$ cat src/rtl/dclm_pkg.sv
// Shared constants, types and helper functions of the command line matcher.
package dclm_pkg;

    localparam int LINE_BYTES      = 64;
    localparam int COMMAND_SLOTS   = 4;
    localparam int COMMAND_CHARS   = 8;
    localparam int DELIMITER_CHARS = 2;

    localparam int FILL_W  = $clog2(LINE_BYTES + 1);
    localparam int PTR_W   = $clog2(LINE_BYTES);
    localparam int HEAD_W  = $clog2(COMMAND_CHARS);
    localparam int CLEN_W  = 4;
    localparam int CHUNK_W = 7;
    localparam int SLOT_W  = 2;
    localparam int SUM_W   = ((FILL_W > CHUNK_W) ? FILL_W : CHUNK_W) + 1;

    // Configuration register indexes.
    localparam logic [2:0] REG_TEXT_A  = 3'd0;
    localparam logic [2:0] REG_TEXT_B  = 3'd1;
    localparam logic [2:0] REG_TEXT_C  = 3'd2;
    localparam logic [2:0] REG_TEXT_D  = 3'd3;
    localparam logic [2:0] REG_LENGTHS = 3'd4;
    localparam logic [2:0] REG_COUNT   = 3'd5;
    localparam logic [2:0] REG_DELIM   = 3'd6;
    localparam logic [2:0] REG_DLEN    = 3'd7;

    // Controller to datapath commands.
    typedef struct packed {
        logic store;
        logic match;
        logic fetch;
        logic advance;
    } t_dp_cmd;

    // Datapath to controller status.
    typedef struct packed {
        logic line_end;
        logic found;
        logic arg_empty;
        logic last_out;
    } t_dp_status;

    // Delimiter length in use: zero counts as one, larger values are capped.
    function automatic logic [1:0] eff_dlen(input logic [1:0] raw);
        logic [1:0] d;
        d = (raw == 2'd0) ? 2'd1 : raw;
        if (d > 2'(DELIMITER_CHARS)) d = 2'(DELIMITER_CHARS);
        return d;
    endfunction

    // Number of commands in use: zero counts as one, larger values are capped.
    function automatic logic [2:0] eff_ncmd(input logic [2:0] raw);
        logic [2:0] n;
        n = (raw == 3'd0) ? 3'd1 : raw;
        if (n > 3'(COMMAND_SLOTS)) n = 3'(COMMAND_SLOTS);
        return n;
    endfunction

endpackage

$ cat src/rtl/dclm_ctrl.sv
// Controller state machine of the command line matcher.
module dclm_ctrl
    import dclm_pkg::*;
(
    input  logic       i_clk,
    input  logic       i_rst_n,
    input  logic       i_in_valid,
    input  logic       i_out_ready,
    input  t_dp_status i_status,
    output logic       o_in_ready,
    output logic       o_out_valid,
    output t_dp_cmd    o_cmd
);

    typedef enum logic [3:0] {
        S_IDLE  = 4'b0001,
        S_MATCH = 4'b0010,
        S_FETCH = 4'b0100,
        S_SEND  = 4'b1000
    } t_state;

    t_state r_state;
    t_state n_state;

    // Next state selection.
    always_comb begin
        n_state = r_state;
        unique case (r_state)
            S_IDLE: begin
                if (i_in_valid && i_status.line_end) n_state = S_MATCH;
            end
            S_MATCH: begin
                if (!i_status.found) n_state = S_IDLE;
                else if (i_status.arg_empty) n_state = S_SEND;
                else n_state = S_FETCH;
            end
            S_FETCH: begin
                n_state = S_SEND;
            end
            S_SEND: begin
                if (i_out_ready) n_state = i_status.last_out ? S_IDLE : S_FETCH;
            end
            default: begin
                n_state = S_IDLE;
            end
        endcase
    end

    // State register.
    always_ff @(posedge i_clk) begin
        if (!i_rst_n) begin
            r_state <= S_IDLE;
        end else begin
            r_state <= n_state;
        end
    end

    // Handshakes and datapath commands.
    assign o_in_ready  = (r_state == S_IDLE);
    assign o_out_valid = (r_state == S_SEND);

    always_comb begin
        o_cmd.store   = (r_state == S_IDLE) && i_in_valid;
        o_cmd.match   = (r_state == S_MATCH);
        o_cmd.fetch   = (r_state == S_FETCH);
        o_cmd.advance = (r_state == S_SEND) && i_out_ready;
    end

endmodule

$ cat src/rtl/dclm_dp.sv
// Datapath of the command line matcher: settings, line memory and match logic.
module dclm_dp
    import dclm_pkg::*;
(
    input  logic               i_clk,
    input  logic               i_rst_n,
    input  logic               i_cfg_we,
    input  logic [2:0]         i_cfg_index,
    input  logic [63:0]        i_cfg_wdata,
    input  logic [7:0]         i_data_byte,
    input  logic               i_chunk_start,
    input  logic [CHUNK_W-1:0] i_chunk_length,
    input  t_dp_cmd            i_cmd,
    output t_dp_status         o_status,
    output logic [SLOT_W-1:0]  o_command_index,
    output logic [7:0]         o_argument_byte,
    output logic               o_argument_valid
);

    // Settings registers.
    logic [63:0] r_cmd_text [COMMAND_SLOTS];
    logic [15:0] r_cmd_len;
    logic [2:0]  r_cmd_cnt;
    logic [15:0] r_delim;
    logic [1:0]  r_delim_len;

    always_ff @(posedge i_clk) begin
        if (!i_rst_n) begin
            for (int s = 0; s < COMMAND_SLOTS; s++) r_cmd_text[s] <= '0;
            r_cmd_len   <= '0;
            r_cmd_cnt   <= 3'd1;
            r_delim     <= 16'd10;
            r_delim_len <= 2'd1;
        end else if (i_cfg_we) begin
            unique case (i_cfg_index)
                REG_TEXT_A:  r_cmd_text[0] <= i_cfg_wdata;
                REG_TEXT_B:  r_cmd_text[1] <= i_cfg_wdata;
                REG_TEXT_C:  r_cmd_text[2] <= i_cfg_wdata;
                REG_TEXT_D:  r_cmd_text[3] <= i_cfg_wdata;
                REG_LENGTHS: r_cmd_len     <= i_cfg_wdata[15:0];
                REG_COUNT:   r_cmd_cnt     <= i_cfg_wdata[2:0];
                REG_DELIM:   r_delim       <= i_cfg_wdata[15:0];
                REG_DLEN:    r_delim_len   <= i_cfg_wdata[1:0];
                default:     r_delim_len   <= r_delim_len;
            endcase
        end
    end

    logic [FILL_W-1:0] r_fill;
    logic [7:0]        r_prev;
    logic [7:0]        r_head [COMMAND_CHARS];
    logic [7:0]        r_mem  [LINE_BYTES];
    logic [7:0]        r_rd_data;
    logic [PTR_W-1:0]  r_ptr;
    logic [FILL_W-1:0] r_remain;
    logic [SLOT_W-1:0] r_cmd_idx;
    logic              r_empty;

    // Fill position for the incoming byte, after an overflowing chunk clears the line.
    logic [SUM_W-1:0]  w_sum;
    logic [FILL_W-1:0] w_fill_eff;
    logic              w_store_ok;
    logic [1:0]        w_dlen;
    logic              w_line_end;

    assign w_sum      = SUM_W'(r_fill) + SUM_W'(i_chunk_length);
    assign w_fill_eff = (i_chunk_start && (w_sum > SUM_W'(LINE_BYTES))) ? '0 : r_fill;
    assign w_store_ok = (w_fill_eff < FILL_W'(LINE_BYTES));
    assign w_dlen     = eff_dlen(r_delim_len);

    // Tail compare against the delimiter; the previous stored byte serves the
    // two-character case.
    always_comb begin
        if (!w_store_ok) begin
            w_line_end = 1'b0;
        end else if (w_dlen == 2'd1) begin
            w_line_end = (i_data_byte == r_delim[7:0]);
        end else begin
            w_line_end = (w_fill_eff != '0) && (r_prev == r_delim[7:0])
                         && (i_data_byte == r_delim[15:8]);
        end
    end

    // Line memory write and registered read.
    always_ff @(posedge i_clk) begin
        if (i_cmd.store && w_store_ok) begin
            r_mem[w_fill_eff[PTR_W-1:0]] <= i_data_byte;
        end
        if (i_cmd.fetch) begin
            r_rd_data <= r_mem[r_ptr];
        end
    end

    // Copies of the leading bytes and of the last byte for the compares.
    always_ff @(posedge i_clk) begin
        if (i_cmd.store && w_store_ok) begin
            r_prev <= i_data_byte;
            if (w_fill_eff < FILL_W'(COMMAND_CHARS)) begin
                r_head[w_fill_eff[HEAD_W-1:0]] <= i_data_byte;
            end
        end
    end

    // Per-command prefix compare, then the first hit in table order.
    logic [CLEN_W-1:0] w_cmp  [COMMAND_SLOTS];
    logic              w_hit  [COMMAND_SLOTS];
    logic [2:0]        w_ncmd;
    logic              w_found;
    logic [SLOT_W-1:0] w_sel;
    logic [CLEN_W-1:0] w_sel_cmp;
    logic [SUM_W-1:0]  w_need;
    logic [FILL_W-1:0] w_arg_len;

    assign w_ncmd = eff_ncmd(r_cmd_cnt);

    always_comb begin
        logic [CLEN_W-1:0] clen;
        for (int s = 0; s < COMMAND_SLOTS; s++) begin
            clen = r_cmd_len[s*CLEN_W +: CLEN_W];
            if (clen > CLEN_W'(COMMAND_CHARS)) clen = CLEN_W'(COMMAND_CHARS);
            w_cmp[s] = (FILL_W'(clen) < r_fill) ? clen : CLEN_W'(r_fill);
            w_hit[s] = (3'(s) < w_ncmd);
            for (int k = 0; k < COMMAND_CHARS; k++) begin
                if ((CLEN_W'(k) < w_cmp[s]) && (r_head[k] != r_cmd_text[s][k*8 +: 8])) begin
                    w_hit[s] = 1'b0;
                end
            end
        end
    end

    always_comb begin
        w_found   = 1'b0;
        w_sel     = '0;
        w_sel_cmp = '0;
        for (int s = COMMAND_SLOTS - 1; s >= 0; s--) begin
            if (w_hit[s]) begin
                w_found   = 1'b1;
                w_sel     = SLOT_W'(s);
                w_sel_cmp = w_cmp[s];
            end
        end
    end

    // Argument length, clamped at zero when the command reaches into the delimiter.
    assign w_need    = SUM_W'(w_sel_cmp) + SUM_W'(w_dlen);
    assign w_arg_len = (SUM_W'(r_fill) >= w_need) ? FILL_W'(SUM_W'(r_fill) - w_need) : '0;

    // Fill count: advances on each stored byte, empties once a line is matched.
    always_ff @(posedge i_clk) begin
        if (!i_rst_n) begin
            r_fill <= '0;
        end else if (i_cmd.match) begin
            r_fill <= '0;
        end else if (i_cmd.store) begin
            r_fill <= w_store_ok ? w_fill_eff + FILL_W'(1) : w_fill_eff;
        end
    end

    // Argument walk: read pointer, bytes left, selected command.
    always_ff @(posedge i_clk) begin
        if (!i_rst_n) begin
            r_remain <= '0;
            r_empty  <= 1'b0;
        end else if (i_cmd.match) begin
            r_remain <= w_arg_len;
            r_empty  <= (w_arg_len == '0);
        end else if (i_cmd.advance) begin
            r_remain <= r_remain - FILL_W'(1);
        end
    end

    always_ff @(posedge i_clk) begin
        if (i_cmd.match) begin
            r_ptr     <= PTR_W'(w_sel_cmp);
            r_cmd_idx <= w_sel;
        end else if (i_cmd.advance) begin
            r_ptr <= r_ptr + PTR_W'(1);
        end
    end

    // Status and result fields.
    assign o_status.line_end  = w_line_end;
    assign o_status.found     = w_found;
    assign o_status.arg_empty = (w_arg_len == '0);
    assign o_status.last_out  = r_empty || (r_remain == FILL_W'(1));

    assign o_command_index  = r_cmd_idx;
    assign o_argument_byte  = r_empty ? 8'd0 : r_rd_data;
    assign o_argument_valid = !r_empty;

endmodule

$ cat src/rtl/delimited_command_line_matcher_top.sv
// Throughput: one received byte per cycle while no line is being reported.
// An ended line holds input off through a match step, then a line memory read and a send
// per argument byte, or just a send for an empty argument, plus output stalls.
// Reset is synchronous, active low: the line empties and settings take their reset values.
// Top level of the delimited command line matcher.
module delimited_command_line_matcher_top
    import dclm_pkg::*;
(
    input  logic        i_clk,
    input  logic        i_rst_n,
    // Configuration writes.
    input  logic        i_cfg_we,
    input  logic [2:0]  i_cfg_index,
    input  logic [63:0] i_cfg_wdata,
    // Received bytes.
    input  logic        s_axis_tvalid,
    output logic        s_axis_tready,
    input  logic [15:0] s_axis_tdata,   // data_byte[7:0], chunk_start[8], chunk_length[15:9]
    // Command results.
    output logic        m_axis_tvalid,
    input  logic        m_axis_tready,
    output logic [7:0]  m_axis_tdata,   // argument_byte[7:0]
    output logic [2:0]  m_axis_tuser,   // command_index[1:0], argument_valid[2]
    output logic        m_axis_tlast
);

    t_dp_cmd           w_cmd;
    t_dp_status        w_status;
    logic [SLOT_W-1:0] w_command_index;
    logic              w_argument_valid;

    dclm_ctrl u_ctrl (
        .i_clk       (i_clk),
        .i_rst_n     (i_rst_n),
        .i_in_valid  (s_axis_tvalid),
        .i_out_ready (m_axis_tready),
        .i_status    (w_status),
        .o_in_ready  (s_axis_tready),
        .o_out_valid (m_axis_tvalid),
        .o_cmd       (w_cmd)
    );

    dclm_dp u_dp (
        .i_clk            (i_clk),
        .i_rst_n          (i_rst_n),
        .i_cfg_we         (i_cfg_we),
        .i_cfg_index      (i_cfg_index),
        .i_cfg_wdata      (i_cfg_wdata),
        .i_data_byte      (s_axis_tdata[7:0]),
        .i_chunk_start    (s_axis_tdata[8]),
        .i_chunk_length   (s_axis_tdata[15:9]),
        .i_cmd            (w_cmd),
        .o_status         (w_status),
        .o_command_index  (w_command_index),
        .o_argument_byte  (m_axis_tdata),
        .o_argument_valid (w_argument_valid)
    );

    assign m_axis_tuser = {w_argument_valid, w_command_index};
    assign m_axis_tlast = w_status.last_out;

endmodule

$ cat config.mk
export PLATFORM = sky130hd
export DESIGN_NAME = delimited_command_line_matcher_top
export DESIGN_NICKNAME = d
export VERILOG_FILES = /design/src/rtl/dclm_pkg.sv /design/src/rtl/dclm_ctrl.sv /design/src/rtl/dclm_dp.sv /design/src/rtl/delimited_command_line_matcher_top.sv
export SDC_FILE = /design/constraint.sdc
export NUM_CORES = 1
export LEC_CHECK = 0
export BUFFER_PORTS_ARGS = -buffer_cell sky130_fd_sc_hd__buf_2
export CORE_ASPECT_RATIO = 0.75
export CORE_MARGIN = 2
export CORE_UTILIZATION = 23
export CTS_BUF_LIST = sky130_fd_sc_hd__clkbuf_4
export CTS_CLUSTER_DIAMETER = 30
export DETAILED_ROUTE_END_ITERATION = 8
export RECOVER_POWER = 100
export SLEW_MARGIN = 5
export SYNTH_ARGS = -nofsm -noshare
export SYNTH_HDL_FRONTEND = slang
export SYNTH_SLANG_ARGS = --single-unit
$ cat constraint.sdc
create_clock -name i_clk -period 8.6 [get_ports i_clk]
set_clock_uncertainty 0.05 [all_clocks]
set_input_delay 2.15 -clock i_clk [delete_from_list [all_inputs] [get_ports i_clk]]
set_output_delay 2.15 -clock i_clk [all_outputs]
set_load 0.005 [all_outputs]
==> results.py, run 1 <==
metrics = {
    "outcome": {
        "status": "finished with violations",
        "failed_checks": "capacitance limit, slew limit",
    },
    "synthesis": {
        "synthArstFlopShare_pct": 0,
        "netlist_area_um2": 39820,
        "yosys_warnings": 0,
        "ys_seq_area_share_pct": 67.27,
        "syn_area_per_cell_um2": 14.75,
        "synth_fp_nets": 2819,
        "syn_inst": 2699,
        "synth_top_flop_cell": "edfxtp_1",
        "synth_edf_count": 854,
        "ys_types": 85,
        "synth-seq-cells": 911,
    },
    "power": {
        "powerDensity_nw_per_um2": 199.8,
        "power_mw": 9.156,
        "p_leak_nw": 14.62,
        "peakVddDrop_mv": 0.09612,
    },
    "global_routing": {
        "grtUsageTotal_pct": 12.52,
        "antenna_found_initial": 14,
        "gr-total-overflow": 0,
        "grt_max_degree": 70,
        "grt_pass1_vias": 23770,
        "grt_pass1_wl_mm": 163.6,
    },
    "die": {
        "die-height_um": 364.3,
        "initial_core_util_pct": 23.12,
        "io_pins": 102,
        "die_area_um2": 176500,
        "die_w_um": 484.5,
        "core_um2": 172300,
        "rows": 132,
    },
    "clock_tree": {
        "holdBufCountCts": 0,
        "cts_tree": "built",
        "post_cts_resized": 0,
        "cts_root_buf": "clkbuf_4",
        "htreeDepth": 4,
        "clock_sinks": 911,
        "cts_made_buffers": 219,
        "clk_pin_slew_ps": 70,
        "cts_buffer_depth": 3,
        "clk_latency_ps": 1190,
        "post-cts-setup-buffer-count": 0,
    },
    "min_path": {
        "hold_end": "u_dp.r_cmd_len[4]",
        "holdPathStages": 2,
        "min-delay-start": "u_dp.r_cmd_len[4]",
        "min_path_type": "reg2reg",
    },
    "worst_setup_path": {
        "cp.required_ps": 9530,
        "timing.rr.start": "u_dp.r_fill[1]",
        "crit_type": "in2reg",
        "arrival_ps": 8600,
        "critPathMaxFanout": 53,
        "crit_path_end_kind": "register",
        "reg2reg_slack_ps": 1350,
        "r2r_cells": 27,
        "critPathLaunchType": "primary input",
        "timing.rr.end": "u_ctrl.r_state[3]",
    },
    "timing": {
        "layout_min_cycle_time_ps": 7669,
        "setup_viol": 0,
        "tns_ps": 0,
        "hold_violations": 0,
        "worst_pin_slew_ps": 4416,
        "slew-limit-headroom_pct": -194.4,
        "rsz0062_at_grt": "no",
        "slew_violations": 1242,
        "fmax_ghz": 0.1304,
        "fin_crit_sh_pct": 89.17,
    },
    "place": {
        "placed_cells": 5006,
        "gp_congestion": 0.9042,
        "hpwl_mm": 72.64,
        "numPortBuffers": 101,
        "placed_area_um2": 43170,
    },
    "drt": {
        "vias": 24300,
        "drc_errors": 0,
        "drt_wl_total_mm": 112.5,
        "viasPerCell": 4.500,
        "post_drt_wl_per_cell_um": 20.84,
        "drt_iter0_drc": 2704,
        "ant_nets": 0,
        "drtPass1Iterations": 5,
    },
    "cells_and_area": {
        "design_area_um2": 45820,
        "fillCellCount": 17520,
        "mostFrequentLayoutCell": "edfxtp_1",
        "final_nets": 3069,
        "layout.cells.most_common_list": "edfxtp_1, clkbuf_4, xor2_1",
        "final_cells": 5400,
        "area_growth_pct": 15.07,
        "final_core_util_pct": 26.60,
        "drive_above_1_share_pct": 18.52,
    },
    "run": {
        "max_cap_viol_count": 31,
    },
}
[Yosys cell counts, types with 4 or more instances]
| cell type | number | area, um2 |
|---|---|---|
| xnor2_1 | 123 | 1077 |
| nand4_1 | 37 | 231.5 |
| nor4_1 | 52 | 325.3 |
| clkbuf_1 | 93 | 349.1 |
| o311ai_1 | 4 | 35.03 |
| buf_2 | 4 | 20.02 |
| and3_1 | 6 | 37.54 |
| o21ai_1 | 8 | 40.04 |
| nor3_1 | 15 | 75.07 |
| a21oi_1 | 85 | 425.4 |
| a221oi_1 | 4 | 35.03 |
| o221ai_1 | 33 | 289.0 |
| nor2b_1 | 30 | 187.7 |
| nor2_1 | 117 | 439.2 |
| ha_1 | 29 | 362.9 |
| a21boi_0 | 32 | 240.2 |
| o211ai_1 | 5 | 37.54 |
| nand2_1 | 171 | 641.9 |
| a21o_1 | 8 | 60.06 |
| xor2_1 | 176 | 1541 |
| dfxtp_1 | 57 | 1141 |
| nand3_1 | 21 | 105.1 |
| o21a_1 | 10 | 75.07 |
| o211a_1 | 6 | 60.06 |
| a31oi_1 | 7 | 43.79 |
| or4_1 | 4 | 30.03 |
| and2_1 | 265 | 1658 |
| nand3b_1 | 4 | 30.03 |
| mux2i_1 | 106 | 1061 |
| edfxtp_1 | 854 | 25640 |
| inv_1 | 26 | 97.59 |
| mux2_2 | 35 | 394.1 |
| mux4_2 | 72 | 1622 |
| nand2b_1 | 12 | 75.07 |
| nor4b_1 | 4 | 35.03 |
| buf_1 | 13 | 48.80 |
| o21ai_0 | 69 | 345.3 |
| o22ai_1 | 33 | 206.5 |
[through the flow]
step | hold WS (ps) | setup WS, ps
floorplan | 388.9 | 911.0
CTS | 428.2 | 1717
global route | 457.5 | 654.9
detailed placement | 416.0 | 1724
global placement | 403.1 | 1758
finish | 430.3 | 931.2
[worst max path at each step]
stage,startpoint,end,slack [ps],cells past startpoint
after floorplan,i_cfg_index[2],u_dp.r_cmd_text[0][0],910,2
after global placement,u_dp.r_fill[1],u_ctrl.r_state[3],1760,28
after detailed placement,u_dp.r_fill[1],u_ctrl.r_state[3],1720,28
after CTS,u_dp.r_fill[1],u_ctrl.r_state[3],1720,28
after global routing,i_rst_n,u_dp.r_cmd_text[0][33],650,6
final,i_rst_n,u_dp.r_cmd_text[0][33],930,6
[metal layers]
| metal | up-vias | track usage (%) | wire [um] |
|---|---|---|---|
| met5 | - | 0 | 13 |
| met4 | 2 | 4.530 | 2696 |
| met3 | 146 | 3.196 | 10210 |
| met2 | 1152 | 17.71 | 47830 |
| met1 | 12220 | 18.25 | 51790 |
| li1 | 10780 | - | - |
[sequential cells by signal, summed over array words and instances, names as in the netlist]
name / flops
u_dp.r_remain: 7
u_dp.r_prev: 8
u_dp.r_ptr: 6
u_dp.o_command_index: 2
u_dp.r_mem: 512
u_dp.r_delim_len: 1
u_dp.r_cmd_len: 16
u_dp.r_cmd_cnt: 3
u_dp.r_empty: 1
u_dp.r_delim: 16
u_ctrl.r_state: 4
u_dp.r_rd_data: 8
u_dp.r_head: 64
u_dp.r_cmd_text: 256
u_dp.r_fill: 7
[logic make-up after synthesis]
kind of cell               after synthesis  share of synthesized area (%)
DFF                                    911                          67.27
xor gates and xnor gates               299                          6.576
AOI/OAI and AO/OA                      348                          5.904
adders and majority gates               32                          1.062
muxes                                  214                          7.764
and+or+nand+nor                        752                          10.02
buffers and inverters                  143                          1.408
[cell type report]
class / instances / area (um2) / area share, %
Tap cell: 2278 / 2850 / 6.220
Clock inverter: 74 / 570.5 / 1.245
Inverter: 30 / 112.6 / 0.2457
Clock buffer: 308 / 2312 / 5.046
Multi-Input combinational cell: 1645 / 12470 / 27.20
Timing Repair Buffer: 142 / 695.7 / 1.518
Antenna cell: 12 / 30.03 / 0.06553
Sequential cell: 911 / 26790 / 58.46
[power breakdown]
group	internal, mW	total [mW]	switching (mW)
combinational	0.135	0.431	0.295
clock	1.92	3.71	1.79
sequential	4.96	5.02	0.0599
total	7.02	9.16	2.14
[critical path: stages]
cell and delay [ps]:
buf_2 80, clkbuf_1 1680, nand3b_1 580, nor3_1 1710
clkbuf_1 1960, and2_1 310
(Power assumes the default switching activity.)
==> inputs of run 2 (changes only) <==
--- a/constraint.sdc
+++ b/constraint.sdc
@@ -3,3 +3,3 @@
 set_input_delay 2.15 -clock i_clk [delete_from_list [all_inputs] [get_ports i_clk]]
 set_output_delay 2.15 -clock i_clk [all_outputs]
-set_load 0.005 [all_outputs]
+set_load 0.02 [all_outputs]
==> results.py, run 2 (same netlist as run 1, synthesis figures left out) <==
metrics = {
    "worst_setup_path": {
        "crit_path_end_kind": "register",
        "crit_family": "buffers and inverters",
        "cp.required_ps": 9540,
        "critPathMaxFanout": 53,
        "critPathLaunchType": "primary input",
        "slowest_delay_ps": 1960,
        "arrival_ps": 8620,
        "cpMostUsedCell": "clkbuf_1",
        "crit_buf_inv": 3,
        "worstPathCellList": "buf_2 -> clkbuf_1 -> nand3b_1 -> nor3_1 -> clkbuf_1 -> and2_1",
        "crit_type": "in2reg",
        "slowest_stage": "clkbuf_1",
    },
    "cells_and_area": {
        "final_core_util_pct": 26.60,
        "final_nets": 3069,
        "largest_reg_flops": 512,
        "area_growth_pct": 15.07,
        "mostFrequentLayoutCell": "edfxtp_1",
        "fillCellCount": 17520,
        "design_area_um2": 45820,
        "final_cells": 5400,
        "drive_above_1_share_pct": 18.46,
        "layout.cells.most_common_list": "edfxtp_1, clkbuf_4, xor2_1",
    },
    "clock_tree": {
        "cts_root_buf": "clkbuf_4",
        "post_cts_resized": 0,
        "cts_tree": "built",
        "clock_sinks": 911,
        "clk_latency_ps": 1190,
        "cts_made_buffers": 219,
        "post-cts-setup-buffer-count": 0,
        "htreeDepth": 4,
        "cts_buffer_depth": 3,
        "holdBufCountCts": 0,
        "clk_pin_slew_ps": 70,
    },
    "place": {
        "placed_cells": 5006,
        "place_ws_ps": 1724,
        "placed_area_um2": 43170,
        "hpwl_mm": 72.64,
        "gp_congestion": 0.9042,
        "numPortBuffers": 101,
    },
    "timing": {
        "setup_viol": 0,
        "slew_violations": 1242,
        "setup_ws_ps": 920.5,
        "fin_crit_sh_pct": 89.30,
        "worst_pin_slew_ps": 4398,
        "hold_violations": 0,
        "slew-limit-headroom_pct": -193.2,
        "tns_ps": 0,
        "rsz0062_at_grt": "no",
        "holdWs_ps": 430.4,
        "layout_min_cycle_time_ps": 7680,
        "fmax_ghz": 0.1302,
    },
    "outcome": {
        "status": "finished with violations",
        "failed_checks": "capacitance limit, slew limit",
    },
    "global_routing": {
        "grt_pass1_vias": 23770,
        "gr-total-overflow": 0,
        "antenna_found_initial": 14,
        "grtUsageTotal_pct": 12.52,
        "grt_pass1_wl_mm": 163.6,
        "grt_max_degree": 70,
    },
    "die": {
        "die_w_um": 484.5,
        "core_um2": 172300,
        "die_area_um2": 176500,
        "initial_core_util_pct": 23.12,
        "rows": 132,
        "io_pins": 102,
        "die-height_um": 364.3,
    },
    "drt": {
        "ant_nets": 0,
        "drt_wl_total_mm": 112.6,
        "drt_iter0_drc": 2714,
        "drtPass1Iterations": 6,
        "viasPerCell": 4.500,
        "drc_errors": 0,
        "post_drt_wl_per_cell_um": 20.85,
        "vias": 24300,
    },
    "min_path": {
        "min_path_type": "reg2reg",
    },
    "power": {
        "powerDensity_nw_per_um2": 199.8,
        "p_leak_nw": 14.61,
        "peakVddDrop_mv": 0.09626,
        "power_mw": 9.156,
    },
    "run": {
        "max_cap_viol_count": 32,
    },
}
## run 2: changes by cell type in the layout (fill, tap and decap cells not counted), sizes merged
cell    previous run  this run
clkbuf           353       355
buf               97        95
## run 2: report_power, final
part           internal, mW  leakage, nW  switching [mW]  total, mW
Combinational         0.135         4.60           0.295      0.431
Sequential             4.96         8.32          0.0600       5.02
Clock                  1.92         1.70            1.79       3.71
## run 2: per-layer routing
layer | track usage, % | share of wire, %
met1 | 18.25 | 46
met5 | 0 | 0.012
met4 | 4.530 | 2.4
met2 | 17.71 | 43
met3 | 3.196 | 9.1
## run 2: path summary, 6_finish.rpt
check / startpoint / end / slack, ps / depth (start not counted)
worst max-delay path: i_rst_n / u_dp.r_cmd_text[0][33] / 920 / 6
worst min-delay path: u_dp.r_cmd_len[4] / u_dp.r_cmd_len[4] / 430 / 2
worst max register to register: u_dp.r_fill[1] / u_ctrl.r_state[3] / 1340 / 27
worst min register to register: u_dp.r_cmd_len[4] / u_dp.r_cmd_len[4] / 430 / 2
## run 2: tightest hold or removal path, stage by stage (launching register included)
cell and delay, ps:
dfxtp_1 320, nand2_1 50, a21boi_0 70
## run 2: cell type report
type,instances,area (um2),share of cell area [%]
well taps,2278,2850,6.220
repair buffers,142,693.2,1.513
flip-flops and latches,911,26790,58.46
inverters,30,112.6,0.2458
diodes,12,30.03,0.06554
clock buffers,308,2312,5.046
clock inverters,74,570.5,1.245
multi-input cells,1645,12470,27.21
